===== src/rtl/core/dual_uart_ring_buffers_core_defines.svh =====
// assertion helpers for the serial ring buffer core
`ifndef DUAL_UART_RING_BUFFERS_CORE_DEFINES_SVH
`define DUAL_UART_RING_BUFFERS_CORE_DEFINES_SVH

// same-cycle implication
`define DURB_ASSERT_NOW(label, clk, rst_n, ante, cons) \
  label: assert property (@(posedge clk) disable iff (!rst_n) (ante) |-> (cons)) \
    else $error("durb assertion failed");

// next-cycle implication
`define DURB_ASSERT_NEXT(label, clk, rst_n, ante, cons) \
  label: assert property (@(posedge clk) disable iff (!rst_n) (ante) |=> (cons)) \
    else $error("durb assertion failed");

`endif


===== src/rtl/core/durb_pkg.sv =====
`timescale 1ns / 1ps

package durb_pkg;

  localparam int unsigned RING_DEPTH_DEF   = 256;
  localparam int unsigned NUM_CHANNELS_DEF = 2;
  localparam logic [7:0]  COUNT_MAX        = 8'd255;

  typedef enum logic [2:0] {
    KIND_RX_BYTE  = 3'd0,
    KIND_READ     = 3'd1,
    KIND_WRITE    = 3'd2,
    KIND_TX_READY = 3'd3,
    KIND_FLUSH    = 3'd4
  } kind_e;

  typedef enum logic [2:0] {
    ST_OK       = 3'd0,
    ST_RX_FULL  = 3'd1,
    ST_RD_EMPTY = 3'd2,
    ST_TX_FULL  = 3'd3,
    ST_NO_SEND  = 3'd4
  } status_e;

  typedef enum logic [1:0] {
    S_IDLE = 2'b01,
    S_RESP = 2'b10
  } state_e;

  typedef struct packed {
    logic [2:0] kind;
    logic       channel;
    logic [7:0] data;
  } in_item_t;

  typedef struct packed {
    logic [2:0] status;
    logic [7:0] read_byte;
    logic       read_valid;
    logic [7:0] send_byte;
    logic       send_valid;
    logic [7:0] rx_count;
    logic [7:0] rx_front;
    logic       rx_nonempty;
  } out_item_t;

  // outcome of one item, handed from pointer control to the result stage
  typedef struct packed {
    status_e    status;
    logic       ch_ok;
    logic       rx_pop;
    logic       tx_pop;
    logic       front_fwd;
    logic [7:0] count;
  } step_t;

endpackage


===== src/rtl/core/durb_ram.sv =====
`timescale 1ns / 1ps

module durb_ram import durb_pkg::*; #(
  parameter int unsigned NCH   = NUM_CHANNELS_DEF,
  parameter int unsigned DEPTH = RING_DEPTH_DEF,
  parameter int unsigned CW    = 1,
  parameter int unsigned PW    = 8
) (
  input  logic          clk_i,
  input  logic          we_i,
  input  logic [CW-1:0] wch_i,
  input  logic [PW-1:0] wptr_i,
  input  logic [7:0]    wdata_i,
  input  logic          re_i,
  input  logic [CW-1:0] rch_i,
  input  logic [PW-1:0] rptr_i,
  output logic [7:0]    rdata_o
);

  logic [7:0] mem_q [NCH][DEPTH];
  logic [7:0] rdata_q;

  always_ff @(posedge clk_i) begin
    if (we_i) begin
      mem_q[wch_i][wptr_i] <= wdata_i;
    end
  end

  always_ff @(posedge clk_i) begin
    if (re_i) begin
      rdata_q <= mem_q[rch_i][rptr_i];
    end
  end

  assign rdata_o = rdata_q;

endmodule


===== config.mk =====
export PLATFORM = sky130hd
export DESIGN_NAME = durb_ram
export DESIGN_NICKNAME = d
export VERILOG_FILES = /design/src/rtl/core/dual_uart_ring_buffers_core_defines.svh /design/src/rtl/core/durb_pkg.sv /design/src/rtl/core/durb_ram.sv
export SDC_FILE = /design/constraint.sdc
export NUM_CORES = 2
export LEC_CHECK = 0
export BUFFER_PORTS_ARGS = -buffer_cell sky130_fd_sc_hd__buf_2
export CAP_MARGIN = 15
export CORE_ASPECT_RATIO = 0.7
export CORE_UTILIZATION = 45
export DETAILED_ROUTE_END_ITERATION = 10
export PLACE_DENSITY = 0.65
export SLEW_MARGIN = 15
export SYNTH_ARGS = -nofsm -noshare
export SYNTH_HDL_FRONTEND = slang
export SYNTH_SLANG_ARGS = --single-unit

===== constraint.sdc =====
create_clock -name clk_i -period 6.25 [get_ports clk_i]
set_input_delay 1.25 -clock clk_i [delete_from_list [all_inputs] [get_ports clk_i]]
set_output_delay 1.25 -clock clk_i [all_outputs]
set_load 0.02 [all_outputs]

==> impl_metrics.yaml <==
floorplanning:
  core-area_um2: 355000
  die_height_um: 502
  initial_core_util: 0.452
  dieArea_um2: 359000
  rows: 183
  die_w_um: 716
  io_pins: 37
routing:
  drt-total-wl_mm: 431
  dr.pass1.iters: 6
  antenna_left: 0
  num_vias: 84200
  first_iter_violations: 12800
  wl_per_cell_um: 32.5
  drc: 0
  vias_per_cell: 6.35
final_layout:
  fin_nets: 8249
  layout_common_cells: "edfxtp_1 (4104), mux2i_1 (824), mux4_2 (629)"
  seq_area_um2: 123000
  stdcell_count: 13200
  syn_to_final_growth_pct: 11.0
  multi_input_area_um2: 34100
  final_core_util: 0.502
  drive_gt1_frac: 0.172
  final_common_cell: "edfxtp_1"
  design_area_um2: 178000
  fillerInstances: 27900
clock_network:
  clkTransAtPathRegs_ps: 70
  htreeDepth: 5
  worst_skew_pair.late_latency_ps: 940
  cts_resized: 0
  clockBufferDepth: 4
  cts_made_buffers: 375
  cts_tree: "done"
  root_buffer: "clkbuf_16"
  post_cts_buffers: 0
  cts_sinks: 4104
  cts_hold_buf: 0
place:
  portBuffers: 36
  dp_hpwl_mm: 271
  gp_congestion: 0.943
  dp_cells: 12600
  dpl_cell_area_um2: 166000
synthesis:
  ys.flop_type: "edfxtp_1"
  synth_top_family_by_area: "multiplexers"
  synth-edff-count: 4104
  synthSimpleGateAreaFrac: 0.0260
  async_reset_ff_frac: 0
  synth_area_um2: 161000
  ys_ff_latch: 4104
  syn_inst: 8061
  synthAdderAreaFrac: 0
  synth_mux_area_frac: 0.140
  synth_compound_area_frac: 0.0455
  synthXorXnorAreaFrac: 0
  syn_avg_cell_area_um2: 19.9
  yosysSeqAreaShare: 0.767
  synth_nets: 8090
  yosysWarnings: 0
  ys_types: 50
flow_run:
  drv_cap: 0
worst_hold_path:
  min_from: "re_i"
  hold_path_class: "input pin to flip-flop"
  hold_end: "rdata_o[5]$_DFFE_PP_"
  hold_depth: 1
critical_path:
  worstReg2RegEnd: "rdata_o[2]$_DFFE_PP_"
  critPathRequiredTime_ps: 7000
  worst_path_max_delay_cell: "o21ai_0"
  cp-start-kind: "input pin"
  criticalPathCategory: "input pin to flip-flop"
  slowest_delay_ps: 730
  critical_path.top_delay_family: "buffers and inverters"
  critPathMaxFanout: 65
  worstPathCellList: "buf_12 > buf_12 > buf_4 > buf_4 > mux2i_1 > o221ai_1 > o22ai_1 > o21ai_0 > nand4_1 > and4_1 > nor4_2"
  cp-end-kind: "flip-flop"
  cp_num_buf_inv: 4
  r2r-start: "mem_q[1][1306]$_DFFE_PP_"
  regToRegSetupSlack_ps: 3150
  reg2regPathDepth: 7
  cp.arrival_ps: 5370
timing:
  setup_viol: 0
  holdWs_ps: 726
  fin_skew_ps: 44.5
  tns_ps: 0
  clock.fmax_mhz: 216
  slew_violations: 0
  finalCritPeriodShare: 0.740
  finalHoldViolations: 0
  relSlewSlack: 0.161
  period_needed_ps: 4630
  rsz0062_at_grt: "false"
  worst_pin_slew_ps: 1250
power_and_ir_drop:
  power.density_nw_per_um2: 315
  p_leak_nw: 55.7
  vdd.ir_drop.worst_mv: 0.250
global_routing:
  grt_pass1_vias: 79600
  gr-total-overflow: 0
  antenna_found_initial: 39
  grt_pass1_wl_mm: 607
  grtUsageTotal: 0.236
  grt_max_degree: 196
outcome:
  status: "completed"
[per-stage QoR]
stage	setup WS (ps)	power, W
after floorplan	2900	0.0324
after detailed placement	562	0.0338
after global placement	606	0.0337
after global routing	1380	0.0574
after CTS	1560	0.0563
final	1620	0.0561
[per-layer routing]
metal,up-vias,track usage,wire length [µm]
li1,34000,-,-
met1,44200,0.366,180000
met2,5352,0.331,184000
met3,672,0.0599,54800
met4,10,0.0625,12100
met5,-,0,70
[worst max-delay path by stage]
| stage | end | startpoint | cells past startpoint |
|---|---|---|---|
| 2_1_floorplan | rdata_o[2]$_DFFE_PP_ | rch_i | 10 |
| 3_3_place_gp | rdata_o[7]$_DFFE_PP_ | rch_i | 11 |
| 3_5_place_dp | rdata_o[7]$_DFFE_PP_ | rch_i | 11 |
| 4_1_cts | rdata_o[7]$_DFFE_PP_ | rch_i | 11 |
| 5_1_grt | rdata_o[7]$_DFFE_PP_ | rch_i | 11 |
| 6_report | rdata_o[7]$_DFFE_PP_ | rch_i | 11 |
[power by group]
part           switching [W]  leakage (nW)  internal [W]
combinational        0.00199          13.0      0.000887
clock                 0.0101          5.85        0.0128
sequential         0.0000194          36.9        0.0303
[synth_stat cells, types with 7 or more instances]
cell,number,area [µm²]
and2_1,21,131
nand4_1,48,300
nor3_1,50,250
mux2i_1,824,8250
and3_1,14,87.6
buf_1,28,105
o22ai_1,184,1150
buf_2,61,305
nor4_1,20,125
buf_6,69,777
o221ai_1,365,3200
nor2b_1,13,81.3
a311oi_1,15,131
nand3_1,48,240
edfxtp_1,4104,123000
nor2_1,567,2130
o31ai_1,10,75.1
buf_12,22,440
nand2_1,133,499
nand2b_1,8,50.1
and4_1,7,61.3
a22oi_1,96,721
buf_4,39,293
a21oi_1,209,1050
mux4_2,629,14200
clkbuf_1,244,916
o21ai_0,120,601
a211oi_1,22,165
buf_8,33,495
[flip-flops by register name, indices dropped and copies added, names as in the netlist]
name,cells
rdata_o,8
mem_q,4096
[kinds of logic (layout without fill, tap and decap cells)]
| family | after synthesis | count (layout) |
|---|---|---|
| multiplexers | 1457 | 1457 |
| AO/OA/AOI/OAI | 1045 | 1045 |
| flip-flops | 4104 | 4104 |
| other | 0 | 17 |
| AND/OR/NAND/NOR | 954 | 954 |
| buffers and inverters | 501 | 953 |
[cell type report]
cell class,count,area share
multi-input combinational,3456,0.191
antenna,17,0.000239
inverter,5,0.000147
tap,4717,0.0331
sequential,4104,0.691
clock buffer,442,0.0551
clock inverter,228,0.0124
timing repair buffer,278,0.0162
Note: power is estimated with default switching activity, not from simulation.
