===== src/rtl/core/dual_uart_ring_buffers_core_defines.svh =====
// assertion helpers for the serial ring buffer core
`ifndef DUAL_UART_RING_BUFFERS_CORE_DEFINES_SVH
`define DUAL_UART_RING_BUFFERS_CORE_DEFINES_SVH

// same-cycle implication
`define DURB_ASSERT_NOW(label, clk, rst_n, ante, cons) \
  label: assert property (@(posedge clk) disable iff (!rst_n) (ante) |-> (cons)) \
    else $error("durb assertion failed");

// next-cycle implication
`define DURB_ASSERT_NEXT(label, clk, rst_n, ante, cons) \
  label: assert property (@(posedge clk) disable iff (!rst_n) (ante) |=> (cons)) \
    else $error("durb assertion failed");

`endif


===== src/rtl/core/durb_pkg.sv =====
`timescale 1ns / 1ps

package durb_pkg;

  localparam int unsigned RING_DEPTH_DEF   = 256;
  localparam int unsigned NUM_CHANNELS_DEF = 2;
  localparam logic [7:0]  COUNT_MAX        = 8'd255;

  typedef enum logic [2:0] {
    KIND_RX_BYTE  = 3'd0,
    KIND_READ     = 3'd1,
    KIND_WRITE    = 3'd2,
    KIND_TX_READY = 3'd3,
    KIND_FLUSH    = 3'd4
  } kind_e;

  typedef enum logic [2:0] {
    ST_OK       = 3'd0,
    ST_RX_FULL  = 3'd1,
    ST_RD_EMPTY = 3'd2,
    ST_TX_FULL  = 3'd3,
    ST_NO_SEND  = 3'd4
  } status_e;

  typedef enum logic [1:0] {
    S_IDLE = 2'b01,
    S_RESP = 2'b10
  } state_e;

  typedef struct packed {
    logic [2:0] kind;
    logic       channel;
    logic [7:0] data;
  } in_item_t;

  typedef struct packed {
    logic [2:0] status;
    logic [7:0] read_byte;
    logic       read_valid;
    logic [7:0] send_byte;
    logic       send_valid;
    logic [7:0] rx_count;
    logic [7:0] rx_front;
    logic       rx_nonempty;
  } out_item_t;

  // outcome of one item, handed from pointer control to the result stage
  typedef struct packed {
    status_e    status;
    logic       ch_ok;
    logic       rx_pop;
    logic       tx_pop;
    logic       front_fwd;
    logic [7:0] count;
  } step_t;

endpackage


===== src/rtl/core/durb_ctrl.sv =====
`timescale 1ns / 1ps

module durb_ctrl import durb_pkg::*; #(
  parameter int unsigned RING_DEPTH   = RING_DEPTH_DEF,
  parameter int unsigned NUM_CHANNELS = NUM_CHANNELS_DEF,
  localparam int unsigned PW = (RING_DEPTH > 1) ? $clog2(RING_DEPTH) : 1,
  localparam int unsigned CW = (NUM_CHANNELS > 1) ? $clog2(NUM_CHANNELS) : 1
) (
  input  logic          clk_i,
  input  logic          rst_ni,
  input  logic          acc_i,
  input  in_item_t      item_i,
  output step_t         step_o,
  output logic [CW-1:0] ch_o,
  output logic          rx_we_o,
  output logic [PW-1:0] rx_wptr_o,
  output logic [PW-1:0] rx_pop_ptr_o,
  output logic [PW-1:0] rx_front_ptr_o,
  output logic          tx_we_o,
  output logic [PW-1:0] tx_wptr_o,
  output logic [PW-1:0] tx_pop_ptr_o
);

  localparam logic [PW-1:0] LAST_V  = PW'(RING_DEPTH - 1);
  localparam logic [PW:0]   DEPTH_V = (PW + 1)'(RING_DEPTH);

  logic [PW-1:0] rx_wr_q [NUM_CHANNELS];
  logic [PW-1:0] rx_rd_q [NUM_CHANNELS];
  logic [PW-1:0] tx_wr_q [NUM_CHANNELS];
  logic [PW-1:0] tx_rd_q [NUM_CHANNELS];

  logic [CW-1:0] ch;
  logic          ch_ok;
  logic [PW-1:0] rx_wr, rx_rd, tx_wr, tx_rd;
  logic [PW-1:0] rx_wr_inc, rx_rd_inc, tx_wr_inc, tx_rd_inc;
  logic [PW-1:0] rx_wr_d, rx_rd_d, tx_wr_d, tx_rd_d;
  logic [PW:0]   cnt_raw;
  logic          rx_we, tx_we;
  step_t         step;

  assign ch    = CW'(item_i.channel);
  assign ch_ok = (int'(item_i.channel) < NUM_CHANNELS);

  assign rx_wr = rx_wr_q[ch];
  assign rx_rd = rx_rd_q[ch];
  assign tx_wr = tx_wr_q[ch];
  assign tx_rd = tx_rd_q[ch];

  assign rx_wr_inc = (rx_wr == LAST_V) ? '0 : rx_wr + PW'(1);
  assign rx_rd_inc = (rx_rd == LAST_V) ? '0 : rx_rd + PW'(1);
  assign tx_wr_inc = (tx_wr == LAST_V) ? '0 : tx_wr + PW'(1);
  assign tx_rd_inc = (tx_rd == LAST_V) ? '0 : tx_rd + PW'(1);

  always_comb begin
    rx_wr_d = rx_wr;
    rx_rd_d = rx_rd;
    tx_wr_d = tx_wr;
    tx_rd_d = tx_rd;
    rx_we   = 1'b0;
    tx_we   = 1'b0;
    step    = '0;
    step.status = ST_OK;
    step.ch_ok  = ch_ok;
    unique case (item_i.kind)
      KIND_RX_BYTE: begin
        if (rx_wr_inc != rx_rd) begin
          rx_we          = 1'b1;
          rx_wr_d        = rx_wr_inc;
          step.front_fwd = (rx_wr == rx_rd);
        end else begin
          step.status = ST_RX_FULL;
        end
      end
      KIND_READ: begin
        if (rx_wr == rx_rd) begin
          step.status = ST_RD_EMPTY;
        end else begin
          step.rx_pop = 1'b1;
          rx_rd_d     = rx_rd_inc;
        end
      end
      KIND_WRITE: begin
        if (tx_wr_inc != tx_rd) begin
          tx_we   = 1'b1;
          tx_wr_d = tx_wr_inc;
        end else begin
          step.status = ST_TX_FULL;
        end
      end
      KIND_TX_READY: begin
        if (tx_wr == tx_rd) begin
          step.status = ST_NO_SEND;
        end else begin
          step.tx_pop = 1'b1;
          tx_rd_d     = tx_rd_inc;
        end
      end
      KIND_FLUSH: begin
        rx_wr_d = '0;
        rx_rd_d = '0;
      end
      default: begin
      end
    endcase
    if (rx_wr_d >= rx_rd_d) begin
      cnt_raw = {1'b0, rx_wr_d} - {1'b0, rx_rd_d};
    end else begin
      cnt_raw = {1'b0, rx_wr_d} + DEPTH_V - {1'b0, rx_rd_d};
    end
    step.count = (int'(cnt_raw) > 255) ? COUNT_MAX : 8'(cnt_raw);
  end

  always_ff @(posedge clk_i or negedge rst_ni) begin
    if (!rst_ni) begin
      for (int i = 0; i < NUM_CHANNELS; i++) begin
        rx_wr_q[i] <= '0;
        rx_rd_q[i] <= '0;
        tx_wr_q[i] <= '0;
        tx_rd_q[i] <= '0;
      end
    end else if (acc_i && ch_ok) begin
      rx_wr_q[ch] <= rx_wr_d;
      rx_rd_q[ch] <= rx_rd_d;
      tx_wr_q[ch] <= tx_wr_d;
      tx_rd_q[ch] <= tx_rd_d;
    end
  end

  assign step_o         = step;
  assign ch_o           = ch;
  assign rx_we_o        = acc_i && ch_ok && rx_we;
  assign rx_wptr_o      = rx_wr;
  assign rx_pop_ptr_o   = rx_rd;
  assign rx_front_ptr_o = rx_rd_d;
  assign tx_we_o        = acc_i && ch_ok && tx_we;
  assign tx_wptr_o      = tx_wr;
  assign tx_pop_ptr_o   = tx_rd;

endmodule


===== config.mk =====
export PLATFORM = sky130hd
export DESIGN_NAME = durb_ctrl
export DESIGN_NICKNAME = d
export VERILOG_FILES = /design/src/rtl/core/dual_uart_ring_buffers_core_defines.svh /design/src/rtl/core/durb_pkg.sv /design/src/rtl/core/durb_ctrl.sv
export SDC_FILE = /design/constraint.sdc
export NUM_CORES = 1
export LEC_CHECK = 0
export ABC_AREA = 1
export BUFFER_PORTS_ARGS = -buffer_cell sky130_fd_sc_hd__buf_2
export CAP_MARGIN = 20
export CORE_ASPECT_RATIO = 1.1
export CORE_MARGIN = 5
export CORE_UTILIZATION = 37
export CTS_CLUSTER_SIZE = 10
export DETAILED_ROUTE_END_ITERATION = 16
export PLACE_DENSITY = 0.64
export SLEW_MARGIN = 20
export SYNTH_ARGS = -nofsm -noshare
export SYNTH_HDL_FRONTEND = slang
export SYNTH_SLANG_ARGS = --single-unit

===== constraint.sdc =====
create_clock -name clk_i -period 10.18 [get_ports clk_i]
set_clock_uncertainty 0.2 [all_clocks]
set_input_delay 3.054 -clock clk_i [delete_from_list [all_inputs] [get_ports clk_i]]
set_output_delay 3.054 -clock clk_i [all_outputs]
set_load 0.01 [all_outputs]

==> metrics <==
outcome finished, final reports clean; placed cell count 1076; Syn Area/Cell 6.74 sq um; Detailed Place HPWL 11900 um; global-route wire length before repair 26400 um; Synthesized Nets 844; Non-Filler Instances 1097; Max FO, Critical Path 14; Pleak 3.47 nW; Clock transition at path regs 0.05 ns; GRT met1 Usage 0.243; fin nets 930; largest net degree at the start of global routing 65; Final setup viols 0; commonest non-fill, non-tap cells in the layout nand2_1 (336), dfrtp_1 (64), inv_1 (63); routability-driven placement congestion ratio 0.905; worst skew pair latency about 0.34 ns; Mapped Area 5490 sq um; Area Growth Syn to Fin 19.7%; routed vias/inst around 5.0; Critical Path Source Type input port; Slew Viols, Final 0; pre-CTS setup slack 0.0919 ns; Final min period 9.93 ns; commonest non-fill, non-tap cell in the layout nand2_1; WHS Path Cells 2; Initial Utilization 0.379; WP data required 6.93 ns; Seq/Total Area, Yosys 0.292; Max-slew headroom 0.300; hold bufs inserted after CTS 0; Yosys warnings 0; total gr overflow 0; Setup WS post-layout 0.248 ns; met2 usage 0.322; async set-reset flop share out of synthesis 1.00; Total GRT Usage 0.189; Synth Register Bits 64; Num Clock Sinks 64; CP Capture Type output port; Max Buffers Root-to-Sink 2; most used routing layer met2; Critical Setup Path Class input port to output port; Tot Pwr ~1.2 mW; Core Area 14500 sq um; Placed Area 6100 sq um; area of the die 17400 sq um; fmax between 100 and 150 MHz; Die Y-Extent 138 um; Max VDD drop 0.000115 V; total iterations of the first detailed-routing run 5; number of global-route vias before repair 5248; diode count 0; post-route ant nets 0; fillers 1564; final hold vios 0; Die X 126 um; Arr. time, crit path 6.68 ns; drt total wl 16300 um; number of flops mapped to enable cells by yosys 0; via count around 5500; DRC violation count after routing 0; row count 46; htree depth 3; CTS tree yes; Port Buf Inserts 63; final period utilization 0.976; Slew @ Worst Pin 1.04 ns; Final Cell Area 6570 sq um; Hold Crit Class flop to flop; Synth cell types 50; maxcap violations 0; wire per inst 14.9 um; post-route setup TNS 0 ns; 1st-iter DRT viols 561; P per Cell Area 176 nW/um^2; layout cells sized above 1 0.262; TritonCTS Buffers 9; I/O pin cnt 73; Synth Instances slightly above 800; Root Buffer clkbuf_16; Worst R2R Path Depth 15; initial antenna violation count 0; met3 GRT Util 0.0407; Synth Flop Type dfrtp_1
-- critical path, cell delays in order --
cell and delay [ns]:
buf_4 0.16, clkinv_8 0.11, buf_4 0.18, or2_2 0.28, o21ai_2 0.09, buf_4 0.17, inv_1 0.12, nand2_1 0.10
nand3_1 0.08, nor2_2 0.22, nand3_4 0.16, nand2_8 0.13, nand2_1 0.07, nand2_2 0.08, ha_2 0.31, a21oi_2 0.18
o21ai_2 0.09, nand2_1 0.06, nand2_1 0.05, nand2_1 0.09, nand2_4 0.11, o31ai_1 0.34, o21ai_0 0.13, a21o_1 0.16
buf_2 0.13
-- per-stage QoR --
| stage | utilization | hold slack, ns |
|---|---|---|
| after floorplan | - | 0.241 |
| after global placement | 0.420 | 0.258 |
| after detailed placement | 0.420 | 0.262 |
| after CTS | 0.441 | 0.277 |
| after global routing | 0.453 | 0.285 |
| final | 0.453 | 0.275 |
-- registers in the layout, summed over array words and instances (netlist names) --
register	count
tx_rd_q	16
tx_wr_q	16
rx_rd_q	16
rx_wr_q	16
-- cells in the mapped netlist, types with 3 or more instances --
master	instances	area, sq um
nand2_1	336	1260
xnor2_1	7	61.3
buf_6	9	101
or2_2	6	37.5
dfrtp_1	64	1600
nand3_2	15	150
o211ai_2	4	50.1
nand4_1	15	93.8
nor2_1	37	139
a21oi_1	5	25.0
a21o_1	3	22.5
nand3b_1	5	37.5
xor2_1	17	149
a31oi_1	3	18.8
o21ai_1	12	60.1
nor3_1	5	25.0
buf_2	5	25.0
nand3_1	58	290
ha_1	13	163
o21ai_2	16	140
nand2_4	3	33.8
nand2_2	35	219
nor2_2	8	50.1
clkbuf_1	7	26.3
nor3_2	4	40.0
inv_2	9	33.8
o21ai_0	20	100
inv_1	64	240
-- final timing paths --
| kind | slack (ns) | end | startpoint |
|---|---|---|---|
| worst max-delay path | 0.25 | step_o[5] | item_i[8] |
| worst min-delay path | 0.28 | tx_rd_q[7] | tx_rd_q[7] |
| worst max register to register | 7.11 | tx_wr_q[5] | tx_wr_q[8] |
| worst min register to register | 0.28 | tx_rd_q[7] | tx_rd_q[7] |
| max in group asynchronous | 6.50 | rx_rd_q[3] | rst_ni |
| min in group asynchronous | 2.69 | tx_rd_q[4] | rst_ni |
-- power breakdown --
group          internal [mW]  switching (mW)  leakage, nW
clock network          0.189           0.120        0.141
logic                  0.201           0.331         2.49
registers              0.293          0.0201        0.846
-- final cells by class --
type	count	area (sq um)	area share
clock inverters	7	72.6	0.0110
multi-input cells	649	3530	0.537
flip-flops and latches	64	1600	0.244
well taps	192	240	0.0366
clock buffers	9	225	0.0343
inverters	76	298	0.0453
repair buffers	100	608	0.0925
-- kinds of logic (layout without fill, tap and decap cells) --
kind of cell | Yosys count | in the layout | synth area share
mux | 1 | 1 | 0.00182
other cells | 1 | 1 | 0.000683
compound gates | 74 | 74 | 0.0944
flops | 64 | 64 | 0.292
fa+ha+maj | 15 | 15 | 0.0369
buf+inv | 101 | 192 | 0.0898
simple gates | 534 | 534 | 0.446
xor+xnor | 24 | 24 | 0.0383
-- metal layers --
metal / share of wire / wire [um] / up-vias
met3: 0.048 / 786 / 31
met1: 0.45 / 7330 / 2577
met5: 0 / 0 / -
met2: 0.48 / 7800 / 159
met4: 0.023 / 376 / 0
li1: - / - / 2766
-- what timing repair did --
item,in CTS,in global routing
gates resized for setup,0,29
setup buffers,0,5
endpoints found under the setup margin,0,8
hold endpoints to repair,0,0
(Power assumes the default switching activity.)
